==> src/rtl/caseless_substring_search_macros.svh <==
// Assertion macros used by the top RTL file of the caseless substring search block.
`ifndef CASELESS_SUBSTRING_SEARCH_MACROS_SVH
`define CASELESS_SUBSTRING_SEARCH_MACROS_SVH

`ifndef ASSERT_OFF
`define CSS_ASSERT(label, prop) \
   label: assert property (@(posedge clock) disable iff (reset) prop) \
      else $error("caseless_substring_search: assertion failed");
`define CSS_ASSERT_RST(label, prop) \
   label: assert property (@(posedge clock) prop) \
      else $error("caseless_substring_search: reset assertion failed");
`else
`define CSS_ASSERT(label, prop)
`define CSS_ASSERT_RST(label, prop)
`endif

`endif

==> src/rtl/css_pkg.sv <==
package css_pkg;

   localparam logic       MODE_PATTERN = 1'b0;
   localparam logic       MODE_TEXT    = 1'b1;
   localparam logic [7:0] NUL_BYTE     = 8'h00;
   localparam logic [7:0] LOWER_A      = 8'h61;
   localparam logic [7:0] LOWER_Z      = 8'h7a;
   localparam logic [7:0] FOLD_HIGH    = 8'hdf;
   localparam logic [7:0] CASE_BIT     = 8'h20;
   localparam int         POS_W        = 16;
   localparam logic [POS_W-1:0] POS_MAX = 16'hffff;

   typedef struct packed {
      logic load_en;
      logic text_en;
      logic clear;
   } cell_ctrl_type;

   function automatic logic [7:0] fold_case(input logic [7:0] c);
      logic [7:0] r;
      r = c;
      if ((c >= LOWER_A && c <= LOWER_Z) || c > FOLD_HIGH) begin
         r = c - CASE_BIT;
      end
      return r;
   endfunction

endpackage

==> src/rtl/css_cell.sv <==
module css_cell (
   input  logic                   clock,
   input  logic                   reset,
   input  css_pkg::cell_ctrl_type ctrl,
   input  logic [7:0]             pattern_byte,
   input  logic [7:0]             text_fold,
   input  logic                   prev_match,
   output logic                   match_next,
   output logic                   match_q
);
   import css_pkg::*;

   logic [7:0] pat_ff;
   logic [7:0] pat_in;
   logic       match_ff;
   logic       match_in;

   // The cell keeps its pattern byte already folded, so only one fold sits on the text path.
   always_comb begin
      pat_in     = ctrl.load_en ? fold_case(pattern_byte) : pat_ff;
      match_next = prev_match && (text_fold == pat_ff);
      if (ctrl.clear) begin
         match_in = 1'b0;
      end else if (ctrl.text_en) begin
         match_in = match_next;
      end else begin
         match_in = match_ff;
      end
   end

   always_ff @(posedge clock) begin
      pat_ff <= pat_in;
      if (reset) begin
         match_ff <= 1'b0;
      end else begin
         match_ff <= match_in;
      end
   end

   assign match_q = match_ff;

endmodule

==> src/rtl/caseless_substring_search.sv <==
// Caseless substring search over a stream of byte requests.
// Request channel: req_valid/req_ready with req_mode (0 pattern, 1 text) and req_char_byte.
// Pattern bytes load a row of MAX_PATTERN compare cells; a zero pattern byte closes the
// pattern, and the next pattern byte starts a new one. Text bytes are folded to upper case
// and broadcast to every cell; cell k remembers whether the text so far ends in the first
// k+1 pattern bytes and passes that bit to cell k+1 on the next text byte.
// A zero text byte ends the text and produces one response on rsp_valid/rsp_ready with
// found, match_position (earliest start), pattern_error and text_overflow.
// One request is accepted per cycle, set by the single step of the cell chain, except that
// a terminating text byte waits while a response is held. The response is registered and
// appears the cycle after the terminating request is accepted.
// While a response waits and rsp_ready is low, pattern and text bytes are still accepted;
// only the next terminating text byte is held off until the response is taken.
// Reset (synchronous) clears the pattern length, all match bits, counters and the response
// valid flag; response fields and pattern bytes in the cells are undefined until written.
`include "caseless_substring_search_macros.svh"

module caseless_substring_search #(
   parameter int MAX_PATTERN       = 64,
   parameter int MAX_TEXT_POSITION = 65535
) (
   input  logic                        clock,
   input  logic                        reset,
   input  logic                        req_valid,
   output logic                        req_ready,
   input  logic                        req_mode,
   input  logic [7:0]                  req_char_byte,
   output logic                        rsp_valid,
   input  logic                        rsp_ready,
   output logic                        rsp_found,
   output logic [css_pkg::POS_W-1:0]   rsp_match_position,
   output logic                        rsp_pattern_error,
   output logic                        rsp_text_overflow
);
   import css_pkg::*;

   localparam int LW  = $clog2(MAX_PATTERN + 1);
   localparam int IW  = (MAX_PATTERN > 1) ? $clog2(MAX_PATTERN) : 1;
   localparam int CW  = $clog2(MAX_TEXT_POSITION + 1);
   localparam int SW0 = (CW > LW) ? CW : LW;
   localparam int SW  = (SW0 > POS_W) ? SW0 : POS_W;

   logic [LW-1:0]      len_ff, len_in;
   logic               closed_ff, closed_in;
   logic               too_long_ff, too_long_in;
   logic [CW-1:0]      count_ff, count_in;
   logic               seen_ff, seen_in;
   logic [POS_W-1:0]   first_ff, first_in;
   logic               ovf_ff, ovf_in;
   logic               rsp_valid_ff, rsp_valid_in;
   logic               found_ff, found_in;
   logic [POS_W-1:0]   pos_ff, pos_in;
   logic               perr_ff, perr_in;
   logic               tovf_ff, tovf_in;

   logic               fire;
   logic               is_term;
   logic               pat_fire;
   logic               text_fire;
   logic               term_fire;
   logic               search_en;
   logic               clear_text;
   logic [LW-1:0]      eff_len;
   logic [LW-1:0]      len_m1;
   logic               hit;
   logic [SW-1:0]      start_pos;
   logic [7:0]         text_fold;
   logic [MAX_PATTERN-1:0] match_next;
   logic [MAX_PATTERN-1:0] match_q;
   cell_ctrl_type      ctrl [MAX_PATTERN];

   assign is_term   = (req_mode == MODE_TEXT) && (req_char_byte == NUL_BYTE);
   assign req_ready = !is_term || !rsp_valid_ff || rsp_ready;
   assign fire      = req_valid && req_ready;
   assign pat_fire  = fire && (req_mode == MODE_PATTERN);
   assign text_fire = fire && (req_mode == MODE_TEXT) && !is_term;
   assign term_fire = fire && is_term;
   assign search_en = text_fire && (count_ff < CW'(MAX_TEXT_POSITION));
   assign clear_text = pat_fire || term_fire;
   assign eff_len   = closed_ff ? '0 : len_ff;
   assign text_fold = fold_case(req_char_byte);
   assign len_m1    = len_ff - LW'(1);
   assign hit       = match_next[len_m1[IW-1:0]];
   assign start_pos = SW'(count_ff) + SW'(1) - SW'(len_ff);

   genvar k;
   generate
      for (k = 0; k < MAX_PATTERN; k++) begin : g_cell
         assign ctrl[k].load_en = pat_fire && (req_char_byte != NUL_BYTE)
                                  && (eff_len == LW'(k));
         assign ctrl[k].text_en = search_en;
         assign ctrl[k].clear   = clear_text;
         css_cell u_cell (
            .clock        (clock),
            .reset        (reset),
            .ctrl         (ctrl[k]),
            .pattern_byte (req_char_byte),
            .text_fold    (text_fold),
            .prev_match   ((k == 0) ? 1'b1 : match_q[(k == 0) ? 0 : k - 1]),
            .match_next   (match_next[k]),
            .match_q      (match_q[k])
         );
      end
   endgenerate

   always_comb begin
      len_in       = len_ff;
      closed_in    = closed_ff;
      too_long_in  = too_long_ff;
      count_in     = count_ff;
      seen_in      = seen_ff;
      first_in     = first_ff;
      ovf_in       = ovf_ff;
      rsp_valid_in = rsp_valid_ff && !rsp_ready;
      found_in     = found_ff;
      pos_in       = pos_ff;
      perr_in      = perr_ff;
      tovf_in      = tovf_ff;

      if (pat_fire) begin
         len_in      = eff_len;
         too_long_in = closed_ff ? 1'b0 : too_long_ff;
         closed_in   = 1'b0;
         if (req_char_byte == NUL_BYTE) begin
            closed_in = 1'b1;
         end else if (eff_len < LW'(MAX_PATTERN)) begin
            len_in = eff_len + LW'(1);
         end else begin
            too_long_in = 1'b1;
         end
      end

      if (text_fire) begin
         if (!search_en) begin
            ovf_in = 1'b1;
         end else begin
            count_in = count_ff + CW'(1);
            if (!seen_ff) begin
               if (len_ff == '0) begin
                  seen_in  = 1'b1;
                  first_in = '0;
               end else if (hit) begin
                  seen_in  = 1'b1;
                  first_in = (start_pos > SW'(POS_MAX)) ? POS_MAX : start_pos[POS_W-1:0];
               end
            end
         end
      end

      if (term_fire) begin
         rsp_valid_in = 1'b1;
         found_in     = seen_ff && !too_long_ff;
         pos_in       = (seen_ff && !too_long_ff) ? first_ff : '0;
         perr_in      = too_long_ff;
         tovf_in      = ovf_ff;
      end

      if (clear_text) begin
         count_in = '0;
         seen_in  = 1'b0;
         first_in = '0;
         ovf_in   = 1'b0;
      end
   end

   always_ff @(posedge clock) begin
      found_ff <= found_in;
      pos_ff   <= pos_in;
      perr_ff  <= perr_in;
      tovf_ff  <= tovf_in;
      if (reset) begin
         len_ff       <= '0;
         closed_ff    <= 1'b0;
         too_long_ff  <= 1'b0;
         count_ff     <= '0;
         seen_ff      <= 1'b0;
         first_ff     <= '0;
         ovf_ff       <= 1'b0;
         rsp_valid_ff <= 1'b0;
      end else begin
         len_ff       <= len_in;
         closed_ff    <= closed_in;
         too_long_ff  <= too_long_in;
         count_ff     <= count_in;
         seen_ff      <= seen_in;
         first_ff     <= first_in;
         ovf_ff       <= ovf_in;
         rsp_valid_ff <= rsp_valid_in;
      end
   end

   assign rsp_valid          = rsp_valid_ff;
   assign rsp_found          = found_ff;
   assign rsp_match_position = pos_ff;
   assign rsp_pattern_error  = perr_ff;
   assign rsp_text_overflow  = tovf_ff;

   `CSS_ASSERT(a_len_bound, len_ff <= LW'(MAX_PATTERN))
   `CSS_ASSERT(a_count_bound, count_ff <= CW'(MAX_TEXT_POSITION))
   `CSS_ASSERT(a_ovf_at_limit, ovf_ff |-> (count_ff == CW'(MAX_TEXT_POSITION)))
   `CSS_ASSERT(a_found_no_error, rsp_valid_ff |-> !(found_ff && perr_ff))
   `CSS_ASSERT(a_term_clears, term_fire |=> (count_ff == '0) && !seen_ff && !ovf_ff)
   `CSS_ASSERT_RST(a_reset_idle, reset |=> !rsp_valid_ff && (len_ff == '0))

endmodule

==> config.mk <==
export PLATFORM = sky130hd
export DESIGN_NAME = caseless_substring_search
export DESIGN_NICKNAME = d
export VERILOG_FILES = /design/src/rtl/css_pkg.sv /design/src/rtl/css_cell.sv /design/src/rtl/caseless_substring_search.sv
export VERILOG_INCLUDE_DIRS = /design/src /design/src/rtl
export SDC_FILE = /design/constraint.sdc
export NUM_CORES = 1
export LEC_CHECK = 0
export ABC_AREA = 1
export BUFFER_PORTS_ARGS = -buffer_cell sky130_fd_sc_hd__buf_2
export CAP_MARGIN = 15
export CORE_ASPECT_RATIO = 1.2
export CORE_UTILIZATION = 45
export DETAILED_ROUTE_END_ITERATION = 7
export PLACE_DENSITY = 0.62
export SKIP_LAST_GASP = 1
export SYNTH_ARGS = -nofsm -noshare
export SYNTH_HDL_FRONTEND = slang
export SYNTH_SLANG_ARGS = --single-unit
==> constraint.sdc <==
create_clock -name clock -period 4.9 [get_ports clock]
set_input_delay 0.735 -clock clock [delete_from_list [all_inputs] [get_ports clock]]
set_output_delay 0.735 -clock clock [all_outputs]
set_load 0.005 [all_outputs]
==> run summary, run 1 <==
- 0 — hold violation count in the final report
- 283 um — chip height
- 44 — count of different cell masters after synthesis
- 620 ps — worst skew pair latency
- 638 — flip-flop and latch count after synthesis
- 0 — number of hold-repair buffers added at the cts stage
- req_char_byte[5] — startpoint of the most critical setup path
- 42.6% — clock power share
- 29.7% — Worst slew margin
- 3 — H-tree lvl count
- 531 — EDFF count, synth
- 22.4 ps — Layout Skew
- 1050 ps — slew at the pin closest to its max-slew limit
- 3,149 — post-synthesis net count
- in2reg — critical path start-end classification
- 0 — post_cts resized
- 29,700 um2 — cell area after synthesis
- 3,121 — Post-Syn Instances
- len_ff[0] — Crit Reg-Reg Startpoint
- 9.51 um2 — average cell area after synthesis
- 45.8% — starting utilization of the core area
- buf_2 > nand2_1 > nor2_1 > nand3_2 > nand3_4 > clkinv_2 > buf_12 > nand2_1 > nand3_1 > nor2_1 > nand2_1 > nand2_1 > nand3_1 > nand3_1 > nand3_1 > nand3_1 > nand3_2 > nand3_4 > nand3_1 > nand2_1 > nor2_1 — CP cell instances
- 33 — number of buffers added on ports
- 5,764 — number of filler instances in the final layout
- 1160 ps — worst setup margin
- 0 — buffers inserted during post-CTS setup optimization
- 0 — number of nets with antenna violations after routing
- 53.7% — area share of the leading cell type in the synthesized netlist
- sky130_fd_sc_hd__nand3_1 — Top cell by count, worst path
- 22,400 — vias
- 115 — largest net degree at the start of global routing
- 24.1% — net switching share of the total power
- sky130_fd_sc_hd__edfxtp_1 — Main synth FF type
- flop — type of destination of the critical path
- 60 ps — clock transition at the register clock pins on the worst setup and hold paths after CTS
- 5 — drt pass-1 iters
- 61.0% — proportion of synthesized chip area in sequential cells
- 102 — Rows
- 0 — Final Max Tran Viols
- 11.2% — area delta synth->final
- 67 — total CTS buffers
- 12.4 nW — Pleak
- 24.8% — global routing usage summed across all routing layers
- 0 — Yosys warnings
- 34 — I/O pin count
- 0 — sum of overflow across all layers after global routing
- no — setup repair after global routing missed its margin
- 532 ps — worst slack at placement
- sky130_fd_sc_hd__clkbuf_16 — root buf cell
- 0 — Final setup viols
- sky130_fd_sc_hd__edfxtp_1 (54%), sky130_fd_sc_hd__nand2_1 (10%), sky130_fd_sc_hd__dfxtp_1 (7.2%) — largest cells by area after synthesis
- 3740 ps — final period demand of the worst path
- 8.1% — proportion of power drawn by combinational gates
- 638 — CTS Sinks
- sky130_fd_sc_hd__nand3_4 — cell with the biggest individual delay on the critical path
- 20.7 um — mean routed wirelength per cell
- 9960 um2 — area of the multi-input gates
- built — TritonCTS clock tree
- 18,100 um2 — register cell area after layout
- 3,149 — Final nets
- 1190 ps — FF-to-FF setup slack
- 0.873 — GPL Wtd Cong
- input pin — kind of launch point of the worst setup path
- 41 — maximum net fanout on the critical path
- 1,844 — iteration-0 DRC count of the detailed router
- 127,000 um — global-route wire length before repair
- 5400 ps — required time worst endpoint
- 0 — number of antenna violations at the first check in global routing
- 64,800 um2 — placeable core region
- in2reg — hold crit path type
- 22,100 — number of global-route vias before repair
- 0 — ANT cells
- 2.91 mW — net load switching power
- 1 — number of cells traversed by the worst hold path
- 236 um — Die Span X
- 76.4% — share of the cycle needed by the critical path after routing
- 50,700 um — sum of net half-perimeters after detailed placement
- 0.236 mV — IR drop worst, VDD
- 4240 ps — worst path arrival time
- 67,000 um2 — Die Area
- simple AND/OR/NAND/NOR gates — kind of cell adding the most delay to the critical path
- req_char_byte[4] — origin of the worst min-delay path
- 9.18 mW — Internal Pwr Total
- sky130_fd_sc_hd__edfxtp_1 — dominant cell type by area after synthesis
- 367 nW/um2 — power density relative to cell area
- 7.56% — layout cells sized above 1
- 0 — Max Cap Violations
- 437 ps — Hold WS
- 380 ps — peak per-stage delay on the critical path
- g_cell[18].u_cell.pat_ff[4] — worst min-delay path endpoint
- 3 — WP buf/inv
- 82,800 um — drt total wl
- 12.1 mW — sum of internal, switching and leakage power
- 0% — Synth async-reset ratio
- first_ff[3] — worst flop-to-flop path endpoint
- 3 — Clock Path Buffers
- 13 — R2R cell count
- 5.59 — per-cell via count in the routed design
- 267 MHz — highest achievable clock rate
- 49.2% — sequential share of power
- finished clean — outcome
- 0 ps — TNS Setup
- 0 — number of DRC violations after detailed routing
[cell families (layout without fill, tap and decap cells)]
family                     Yosys count  after routing  share of synthesized area (%)
AOI/OAI and AO/OA                  413            413                           7.95
xor gates and xnor gates            99             99                           2.92
adders and majority gates           15             15                          0.658
buffers and inverters              403            458                           5.63
DFF                                638            638                           61.0
and+or+nand+nor                   1553           1553                           21.9
[layout make-up]
class	instances	share of cell area [%]
Sequential cell	638	54.8
Clock inverter	35	1.00
Multi-Input combinational cell	2080	30.2
Timing Repair Buffer	89	2.32
Inverter	245	2.82
Tap cell	832	3.15
Clock buffer	89	5.73
[sequential cells by signal, indices dropped and copies added, names as in the netlist, 7 cells and up]
register               count
len_ff                     7
count_ff                  16
rsp_match_position        16
first_ff                  16
g_cell.u_cell.match_q     63
g_cell.u_cell.pat_ff     512
[cells in the final DEF, fill, tap and decap left out, types with 68 or more instances in the layout]
| master | synthesis | layout |
|---|---|---|
| sky130_fd_sc_hd__nand3_1 | 218 | 218 |
| sky130_fd_sc_hd__a21oi_1 | 127 | 127 |
| sky130_fd_sc_hd__edfxtp_1 | 531 | 531 |
| sky130_fd_sc_hd__clkbuf_16 | 0 | 68 |
| sky130_fd_sc_hd__nor2_1 | 393 | 392 |
| sky130_fd_sc_hd__nand2_1 | 811 | 809 |
| sky130_fd_sc_hd__dfxtp_1 | 107 | 106 |
| sky130_fd_sc_hd__inv_1 | 238 | 235 |
| sky130_fd_sc_hd__xor2_1 | 77 | 77 |
| sky130_fd_sc_hd__o21ai_0 | 161 | 161 |
[worst register-to-register path, stage by stage, from the launching register on]
cell and delay [ps]:
sky130_fd_sc_hd__dfxtp_2 320, sky130_fd_sc_hd__clkinv_1 380, sky130_fd_sc_hd__ha_1 450, sky130_fd_sc_hd__buf_4 250, sky130_fd_sc_hd__inv_1 770, sky130_fd_sc_hd__nand3_1 160
sky130_fd_sc_hd__nand3_1 220, sky130_fd_sc_hd__nand3_1 120, sky130_fd_sc_hd__nand3_1 130, sky130_fd_sc_hd__nand3_2 140, sky130_fd_sc_hd__nand3_4 360, sky130_fd_sc_hd__nand3_1 160
sky130_fd_sc_hd__nand2_1 90, sky130_fd_sc_hd__nor2_1 40
[metal layers]
layer  vias to the layer above  wire length [um]  GRT usage (%)
li1                      10600                 -              -
met2                       807             40600           42.5
met5                         -                 0              0
met3                       196              5370           3.31
met1                     10800             33400           30.9
met4                         0              3390           12.1
[power groups by stage]
stage          combinational, mW  clock, mW  sequential, mW
2_1_floorplan              0.614          0            6.06
3_3_place_gp               0.961          0            6.07
3_5_place_dp               0.974          0            6.07
4_1_cts                    0.979       5.25            5.95
5_1_grt                     1.07       5.46            5.95
6_report                   0.984       5.16            5.95
[worst max-delay path by stage]
stage	to	slack (ps)	cells after the start
5_1_grt	first_ff[3]	920	20
2_1_floorplan	first_ff[5]	1340	23
3_5_place_dp	first_ff[3]	530	21
4_1_cts	first_ff[3]	1160	21
6_report	first_ff[3]	1160	21
3_3_place_gp	first_ff[1]	620	21
[cells in the mapped netlist (2+ instances only)]
| library cell | n |
|---|---|
| sky130_fd_sc_hd__clkinv_1 | 2 |
| sky130_fd_sc_hd__edfxtp_1 | 531 |
| sky130_fd_sc_hd__or2_2 | 22 |
| sky130_fd_sc_hd__a21boi_0 | 9 |
| sky130_fd_sc_hd__xor2_1 | 77 |
| sky130_fd_sc_hd__nor3_1 | 15 |
| sky130_fd_sc_hd__inv_2 | 5 |
| sky130_fd_sc_hd__o21ai_0 | 161 |
| sky130_fd_sc_hd__dfxtp_1 | 107 |
| sky130_fd_sc_hd__nand3b_1 | 36 |
| sky130_fd_sc_hd__o21bai_1 | 10 |
| sky130_fd_sc_hd__inv_1 | 238 |
| sky130_fd_sc_hd__nand3_2 | 4 |
| sky130_fd_sc_hd__nor4_1 | 3 |
| sky130_fd_sc_hd__nand2_2 | 2 |
| sky130_fd_sc_hd__o31ai_1 | 2 |
| sky130_fd_sc_hd__nor2_1 | 393 |
| sky130_fd_sc_hd__xnor2_1 | 22 |
| sky130_fd_sc_hd__buf_1 | 7 |
| sky130_fd_sc_hd__nand3_1 | 218 |
| sky130_fd_sc_hd__a31oi_1 | 2 |
| sky130_fd_sc_hd__buf_4 | 6 |
| sky130_fd_sc_hd__buf_6 | 8 |
| sky130_fd_sc_hd__nand2_1 | 811 |
| sky130_fd_sc_hd__nand4_1 | 43 |
| sky130_fd_sc_hd__o221ai_1 | 38 |
| sky130_fd_sc_hd__buf_2 | 51 |
| sky130_fd_sc_hd__a211oi_1 | 4 |
| sky130_fd_sc_hd__a21oi_1 | 127 |
| sky130_fd_sc_hd__clkbuf_1 | 85 |
| sky130_fd_sc_hd__ha_1 | 14 |
| sky130_fd_sc_hd__nor3b_1 | 2 |
| sky130_fd_sc_hd__o22ai_1 | 55 |
[metrics by stage]
step	area, um2	util [%]	cells
4_1_cts	33000	50.9	4007
2_1_floorplan	29700	-	3121
5_1_grt	33000	50.9	4008
3_5_place_dp	30800	47.5	3883
3_3_place_gp	30800	47.5	3883
6_report	33000	50.9	4008
(Power assumes the default switching activity.)
==> inputs of run 2 (changes only) <==
--- a/config.mk
+++ b/config.mk
@@ -6,7 +6,7 @@
 export SDC_FILE = /design/constraint.sdc
 export NUM_CORES = 1
 export LEC_CHECK = 0
-export ABC_AREA = 1
+export ABC_AREA = 0
 export BUFFER_PORTS_ARGS = -buffer_cell sky130_fd_sc_hd__buf_2
 export CAP_MARGIN = 15
 export CORE_ASPECT_RATIO = 1.2
==> constraint.sdc (replaced) <==
create_clock -name clock -period 3.5 [get_ports clock]
set_input_delay 0.525 -clock clock [delete_from_list [all_inputs] [get_ports clock]]
set_output_delay 0.525 -clock clock [all_outputs]
set_load 0.005 [all_outputs]
==> run summary, run 2 <==
- 92,000 um — drt total wl, +11%
- 11.8 um2 — average cell area after synthesis, +24%
- 2,630 — post-synthesis net count, -16%
- 78 — count of different cell masters after synthesis, +77%
- input pin — kind of launch point of the worst setup path
- sky130_fd_sc_hd__edfxtp_1 — Main synth FF type
- 58.8% — proportion of synthesized chip area in sequential cells, -2.2 points
- 270 MHz — highest achievable clock rate
- -1220 ps — worst slack at placement, -1760 ps
- 51.8% — area share of the leading cell type in the synthesized netlist, -1.9 points
- 60 ps — clock transition at the register clock pins on the worst setup and hold paths after CTS, about the same
- 26.7% — global routing usage summed across all routing layers, +1.8 points
- 288 um — chip height, +1.8%
- 2,602 — Post-Syn Instances, -17%
- 0 — number of nets with antenna violations after routing, unchanged
- 12.5 nW — Pleak, +0.22%
- 3 — H-tree lvl count, unchanged
- 0 — hold violation count in the final report, unchanged
- len_ff[3] — worst min-delay path endpoint
- 30,800 um2 — cell area after synthesis, +3.7%
- 12.9 mW — Internal Pwr Total, +40%
- sky130_fd_sc_hd__edfxtp_1 (52%), sky130_fd_sc_hd__dfxtp_1 (7.0%), sky130_fd_sc_hd__xor2_1 (6.9%) — largest cells by area after synthesis
- 2,896 — Final nets, -8.0%
- 67,400 um2 — placeable core region, +4.0%
- sky130_fd_sc_hd__edfxtp_1 — most common cell after layout, fill and taps aside
- 32.1% — Worst slew margin, +2.4 points
- 0 — number of DRC violations after detailed routing, unchanged
- setup timing — violations in the final reports
- 54.8% — utilization after layout, +3.9 points
- sky130_fd_sc_hd__edfxtp_1 (531), sky130_fd_sc_hd__xor2_1 (243), sky130_fd_sc_hd__nor2_1 (210) — Post-synth top cells
- 22,400 — number of global-route vias before repair, +1.3%
- 0 — Max Cap Violations, unchanged
- in2reg — critical path start-end classification
- 16 — Final setup viols, +16
- 8 — maximum net fanout on the critical path, -80%
- 0.293 mV — IR drop worst, VDD, +24%
- reset — origin of the worst min-delay path
- 0 — Final Max Tran Viols, unchanged
- 73 — largest net degree at the start of global routing, -37%
- 0 — number of hold-repair buffers added at the cts stage, unchanged
- built — TritonCTS clock tree
- 23.6% — net switching share of the total power, -0.48 points
- 49.0% — sequential share of power, -0.2 points
- 9.3% — proportion of power drawn by combinational gates, +1.2 points
- yes — setup repair after global routing missed its margin
- -70 ps — FF-to-FF setup slack, -1260 ps
- 3 — Clock Path Buffers, unchanged
- 3,692 — Placed Cells incl. Taps, -4.9%
- -2810 ps — TNS Setup, -2810 ps
- 0 — Yosys warnings, unchanged
- complete, but fails checks — outcome
- 62,500 um — sum of net half-perimeters after detailed placement, +23%
- 2 — number of cells traversed by the worst hold path, +1
- 456 nW/um2 — power density relative to cell area, +24%
- 138,000 um — global-route wire length before repair, +8.5%
- 638 — flip-flop and latch count after synthesis, unchanged
- in2reg — hold crit path type
- 3 — number of antenna violations at the first check in global routing, +3
- flop — type of destination of the critical path
- sky130_fd_sc_hd__edfxtp_1 — most frequent cell after synthesis
- 69,400 um2 — Die Area, +3.7%
- sky130_fd_sc_hd__edfxtp_1 — dominant cell type by area after synthesis
- sky130_fd_sc_hd__clkbuf_16 — root buf cell
- 14 — R2R cell count, +1
- 241 um — Die Span X, +1.8%
- 45.7% — starting utilization of the core area, -0.10 points
- 0 — ANT cells, unchanged
- 8 — drt pass-1 iters, +3
- 4240 ps — worst path arrival time, about the same
- -203 ps — worst setup margin, -1360 ps
- 0.906 — GPL Wtd Cong, +3.8%
- 1,929 — iteration-0 DRC count of the detailed router, +4.6%
- 3,821 — number of standard cells in the final layout excluding fillers, -4.7%
- 3.98 mW — net load switching power, +36%
- 5,747 — number of filler instances in the final layout, -0.29%
- 610 ps — worst skew pair latency, about the same
- g_cell.u_cell.pat_ff — Largest Register
- 22,500 — vias, +0.28%
- 531 — EDFF count, synth, unchanged
- 41.7% — clock power share, -0.9 points
- first_ff[14] — worst flop-to-flop path endpoint
- 638 — CTS Sinks, unchanged
- 0% — Synth async-reset ratio, unchanged
- 67 — total CTS buffers, unchanged
- 106% — share of the cycle needed by the critical path after routing
- 104 — Rows, +2.0%
- 3700 ps — final period demand of the worst path
- 5.88 — per-cell via count in the routed design, +5.2%
- 1020 ps — slew at the pin closest to its max-slew limit, -36.6 ps
- 20.0% — area delta synth->final
- 4030 ps — required time worst endpoint, -1370 ps
- 34 — I/O pin count, unchanged
- 0 — sum of overflow across all layers after global routing, unchanged
- 33 — number of buffers added on ports, unchanged
- sky130_fd_sc_hd__edfxtp_1 (531), sky130_fd_sc_hd__buf_4 (291), sky130_fd_sc_hd__xor2_1 (243), sky130_fd_sc_hd__nor2_1 (206), sky130_fd_sc_hd__xnor2_1 (194) — commonest non-fill, non-tap cells in the layout
- 18.6% — layout cells sized above 1, +11 points
- 15.5 ps — Layout Skew, -6.86 ps
- 512 — Largest register FFs, unchanged
- len_ff[1] — Crit Reg-Reg Startpoint
- 24.1 um — mean routed wirelength per cell, +17%
-- run 2: changes by cell type after synthesis, moves of 44 or more --
cell	delta
sky130_fd_sc_hd__nand2_1	-626
sky130_fd_sc_hd__xnor2_1	+175
sky130_fd_sc_hd__nor2_1	-183
sky130_fd_sc_hd__o21ai_0	-125
sky130_fd_sc_hd__nor4_1	+77
sky130_fd_sc_hd__xor2_1	+166
sky130_fd_sc_hd__a21oi_1	-44
sky130_fd_sc_hd__nand3_1	-143
sky130_fd_sc_hd__and3_1	+55
sky130_fd_sc_hd__inv_1	-197
-- run 2: how the worst max path moves through the flow --
| stage | start | end | slack (ps) | cells past startpoint |
|---|---|---|---|---|
| floorplan | req_char_byte[5] | first_ff[13] | -690 | 16 |
| global placement | req_char_byte[0] | first_ff[13] | -1150 | 18 |
| detailed placement | req_char_byte[0] | first_ff[10] | -1220 | 18 |
| CTS | req_char_byte[1] | first_ff[14] | -70 | 15 |
| global route | req_char_byte[1] | first_ff[5] | -230 | 14 |
| finish | req_char_byte[1] | first_ff[14] | -200 | 14 |
-- run 2: cell families after synthesis --
logic type,Yosys count,share of synthesized area [%]
compound gates,395,9.41
flops,638,58.8
xor+xnor,440,12.5
fa+ha+maj,15,0.634
simple gates,884,15.3
mux,21,0.683
buf+inv,209,2.67
-- run 2: per-stage QoR --
| stage | area, um2 | power [mW] | hold slack, ps |
|---|---|---|---|
| floorplan | 31000 | 9.19 | 409 |
| finish | 36900 | 16.8 | 258 |
| CTS | 36800 | 17.0 | 232 |
| global placement | 34500 | 9.89 | 423 |
| global route | 36900 | 17.4 | 242 |
| detailed placement | 34500 | 9.92 | 418 |
-- run 2: what timing repair did --
item,4_1_cts,5_1_grt
pin swaps,12,5
gates resized for setup,34,17
buffers inserted,5,2
cloned,1,0
endpoints found under the setup margin,17,17
-- run 2: power groups by stage --
stage / combinational [mW] / sequential (mW) / clock, mW
final: 1.57 / 8.25 / 7.02
after global routing: 1.66 / 8.24 / 7.45
after CTS: 1.55 / 8.25 / 7.16
after detailed placement: 1.51 / 8.41 / 0
after global placement: 1.48 / 8.41 / 0
after floorplan: 0.776 / 8.41 / 0
-- run 2: area by class of cell --
cell class | count | area (um2) | area share, %
clock buffers | 92 | 1930 | 5.22
clock inverters | 29 | 231 | 0.627
inverters | 43 | 175 | 0.474
multi-input cells | 1755 | 12200 | 33.1
flip-flops and latches | 638 | 18100 | 49.0
well taps | 901 | 1130 | 3.05
repair buffers | 363 | 3160 | 8.55
-- run 2: critical path, stage by stage --
cell	delay [ps]
sky130_fd_sc_hd__buf_6	100
sky130_fd_sc_hd__or4_4	590
sky130_fd_sc_hd__o22a_4	290
sky130_fd_sc_hd__o21ai_4	230
sky130_fd_sc_hd__buf_6	170
sky130_fd_sc_hd__xnor2_2	60
sky130_fd_sc_hd__or4b_4	560
sky130_fd_sc_hd__o211a_1	230
sky130_fd_sc_hd__o211ai_1	500
sky130_fd_sc_hd__a211oi_2	210
sky130_fd_sc_hd__a311oi_4	260
sky130_fd_sc_hd__buf_6	180
sky130_fd_sc_hd__buf_12	140
sky130_fd_sc_hd__mux2i_1	200
-- run 2: layer usage --
metal,vias to the layer above,share of wire (%),GRT usage [%]
li1,10200,-,-
met1,11100,41,34.2
met2,848,48,44.0
met3,238,6.6,4.63
met4,2,4.7,12.5
met5,-,0.016,0
==> inputs of run 3 (changes only) <==
--- a/config.mk
+++ b/config.mk
@@ -10,9 +10,9 @@
 export BUFFER_PORTS_ARGS = -buffer_cell sky130_fd_sc_hd__buf_2
 export CAP_MARGIN = 15
 export CORE_ASPECT_RATIO = 1.2
-export CORE_UTILIZATION = 45
+export CORE_UTILIZATION = 50
 export DETAILED_ROUTE_END_ITERATION = 7
-export PLACE_DENSITY = 0.62
+export PLACE_DENSITY = 0.67
 export SKIP_LAST_GASP = 1
 export SYNTH_ARGS = -nofsm -noshare
 export SYNTH_HDL_FRONTEND = slang
==> run summary, run 3 (same netlist as run 2, synthesis figures left out) <==
- complete, but fails checks — outcome
- setup timing — violations in the final reports
- 106% — share of the cycle needed by the critical path after routing, about the same
- 0 — ANT cells, unchanged
- 3 — Clock Path Buffers, unchanged
- 23,100 — vias, +3.1%
- 50.6% — starting utilization of the core area, +4.9 points
- 63,300 um — sum of net half-perimeters after detailed placement, +1.3%
- sky130_fd_sc_hd__edfxtp_1 — most common cell after layout, fill and taps aside
- 0 — Max Cap Violations, unchanged
- 65 — largest net degree at the start of global routing, -11%
- 29.4% — Worst slew margin, -2.7 points
- 22.8% — net switching share of the total power, -0.80 points
- 93,000 um — drt total wl, +1.0%
- 66 — total CTS buffers, -1.5%
- 460 nW/um2 — power density relative to cell area, +0.87%
- 0.963 — GPL Wtd Cong, +6.3%
- sky130_fd_sc_hd__edfxtp_1 (531), sky130_fd_sc_hd__buf_4 (332), sky130_fd_sc_hd__xor2_1 (243), sky130_fd_sc_hd__nor2_1 (207), sky130_fd_sc_hd__xnor2_1 (189) — commonest non-fill, non-tap cells in the layout
- 638 — CTS Sinks, unchanged
- -205 ps — worst setup margin, -1.74 ps
- 33 — number of buffers added on ports, unchanged
- flop — type of destination of the critical path
- 0 — sum of overflow across all layers after global routing, unchanged
- yes — setup repair after global routing missed its margin
- 4,665 — number of filler instances in the final layout, -19%
- 5 — drt pass-1 iters, -3
- 610 ps — worst skew pair latency, about the same
- 22.1% — area delta synth->final
- 12.9 nW — Pleak, +3.4%
- 0 — number of antenna violations at the first check in global routing, -3
- 29.6% — global routing usage summed across all routing layers, +2.9 points
- g_cell.u_cell.pat_ff — Largest Register
- 270 MHz — highest achievable clock rate, about the same
- 4020 ps — required time worst endpoint, about the same
- input pin — kind of launch point of the worst setup path
- in2reg — critical path start-end classification
- 0 — hold violation count in the final report, unchanged
- 3710 ps — final period demand of the worst path, +1.74 ps
- 17 — Final setup viols, +1
- in2reg — hold crit path type
- 3 — H-tree lvl count, unchanged
- 2,948 — Final nets, +1.8%
- 24.6 um — mean routed wirelength per cell, +2.2%
- 61.8% — utilization after layout, +7.0 points
- 4220 ps — worst path arrival time, -20 ps
- 3,779 — number of standard cells in the final layout excluding fillers, -1.1%
- 1050 ps — slew at the pin closest to its max-slew limit, +39.8 ps
- 42.5% — clock power share, +0.8 points
- 0 — number of nets with antenna violations after routing, unchanged
- built — TritonCTS clock tree
- 20.5% — layout cells sized above 1, +1.8 points
- 8 — maximum net fanout on the critical path, unchanged
- 3.94 mW — net load switching power, -0.79%
- 37,600 um2 — cell area after layout, +1.8%
- 17.3 mW — sum of internal, switching and leakage power, +2.7%
- sky130_fd_sc_hd__clkbuf_16 — root buf cell
- 3,629 — Placed Cells incl. Taps, -1.7%
- 9.8% — proportion of power drawn by combinational gates, +0.5 points
- -1040 ps — worst slack at placement, +183 ps
- 274 um — chip height, -5.1%
- 22,600 — number of global-route vias before repair, +0.98%
- 1,897 — iteration-0 DRC count of the detailed router, -1.7%
- 0.355 mV — IR drop worst, VDD, +21%
- 47.7% — sequential share of power, -1.3 points
- 99 — Rows, -4.8%
- 6.12 — per-cell via count in the routed design, +4.2%
- 62,600 um2 — Die Area, -9.9%
- 34 — I/O pin count, unchanged
- 20.9 ps — Layout Skew, +5.37 ps
- 139,000 um — global-route wire length before repair, +0.52%
- 60,800 um2 — placeable core region, -9.8%
- 0 — number of hold-repair buffers added at the cts stage, unchanged
- 0 — number of DRC violations after detailed routing, unchanged
- 50 ps — clock transition at the register clock pins on the worst setup and hold paths after CTS, about the same
- 228 um — Die Span X, -5.1%
- 34,600 um2 — area post-placement, +0.43%
- 13.3 mW — Internal Pwr Total, +3.8%
- 512 — Largest register FFs, unchanged
- 0 — Final Max Tran Viols, unchanged
==> run 3: cell types whose count changed in the layout (fill, tap and decap cells not counted), sizes merged <==
cell      change
buf          +51
bufbuf        +1
bufinv        +7
clkbuf        +2
clkinv        -8
clkinvlp      -2
==> run 3: metrics by stage <==
stage	TNS (ps)	hold slack, ps
final	-2610	262
after global routing	-3280	271
after CTS	-1670	237
after detailed placement	-37480	433
after global placement	-28100	436
after floorplan	-10020	409
==> run 3: area by class of cell <==
type,instances,area [um2],area share [%]
multi-input combinational,1755,12400,33.0
tap,808,1010,2.69
sequential,638,18100,48.1
inverter,43,175,0.466
clock buffer,93,1890,5.02
timing repair buffer,416,3660,9.73
clock inverter,26,375,0.999
==> run 3: layer usage <==
metal  part of all wire, %  GRT usage, %  vias up
li1                      -             -    10300
met1                    39          37.0    11400
met2                    47          48.4     1062
met3                   8.0          5.26      309
met4                   6.2          17.5        0
met5                     0             0        -
==> run 3: power by group through the flow <==
stage                     logic [mW]  registers (mW)  clock network, mW
final                           1.70            8.25               7.34
after global routing            1.77            8.25               7.73
after CTS                       1.62            8.25               7.46
after detailed placement        1.54            8.41                  0
after global placement          1.52            8.41                  0
after floorplan                0.776            8.41                  0
==> run 3: final timing paths <==
path,startpoint,end,slack (ps),cells past startpoint
setup / recovery,req_char_byte[2],first_ff[15],-210,14
hold / removal,reset,len_ff[5],260,2
setup reg to reg,len_ff[0],first_ff[15],-140,14
hold reg to reg,first_ff[11],first_ff[11],450,2
==> run 3: critical path: stages <==
cell and delay [ps]:
sky130_fd_sc_hd__buf_6 110, sky130_fd_sc_hd__or4_4 600, sky130_fd_sc_hd__nor3_4 270, sky130_fd_sc_hd__buf_6 210
sky130_fd_sc_hd__o31ai_4 90, sky130_fd_sc_hd__xnor2_1 140, sky130_fd_sc_hd__or4b_4 530, sky130_fd_sc_hd__o211a_1 250
sky130_fd_sc_hd__o211ai_1 500, sky130_fd_sc_hd__a211oi_4 140, sky130_fd_sc_hd__a311oi_4 290, sky130_fd_sc_hd__buf_6 180
sky130_fd_sc_hd__buf_16 140, sky130_fd_sc_hd__mux2i_1 230
==> run 3: repair_timing <==
item / in CTS / in global routing
pin swaps: 17 / 25
setup endpoints to repair: 17 / 17
gates resized for setup: 40 / 45
buffers inserted: 18 / 14
cloned: 2 / 0
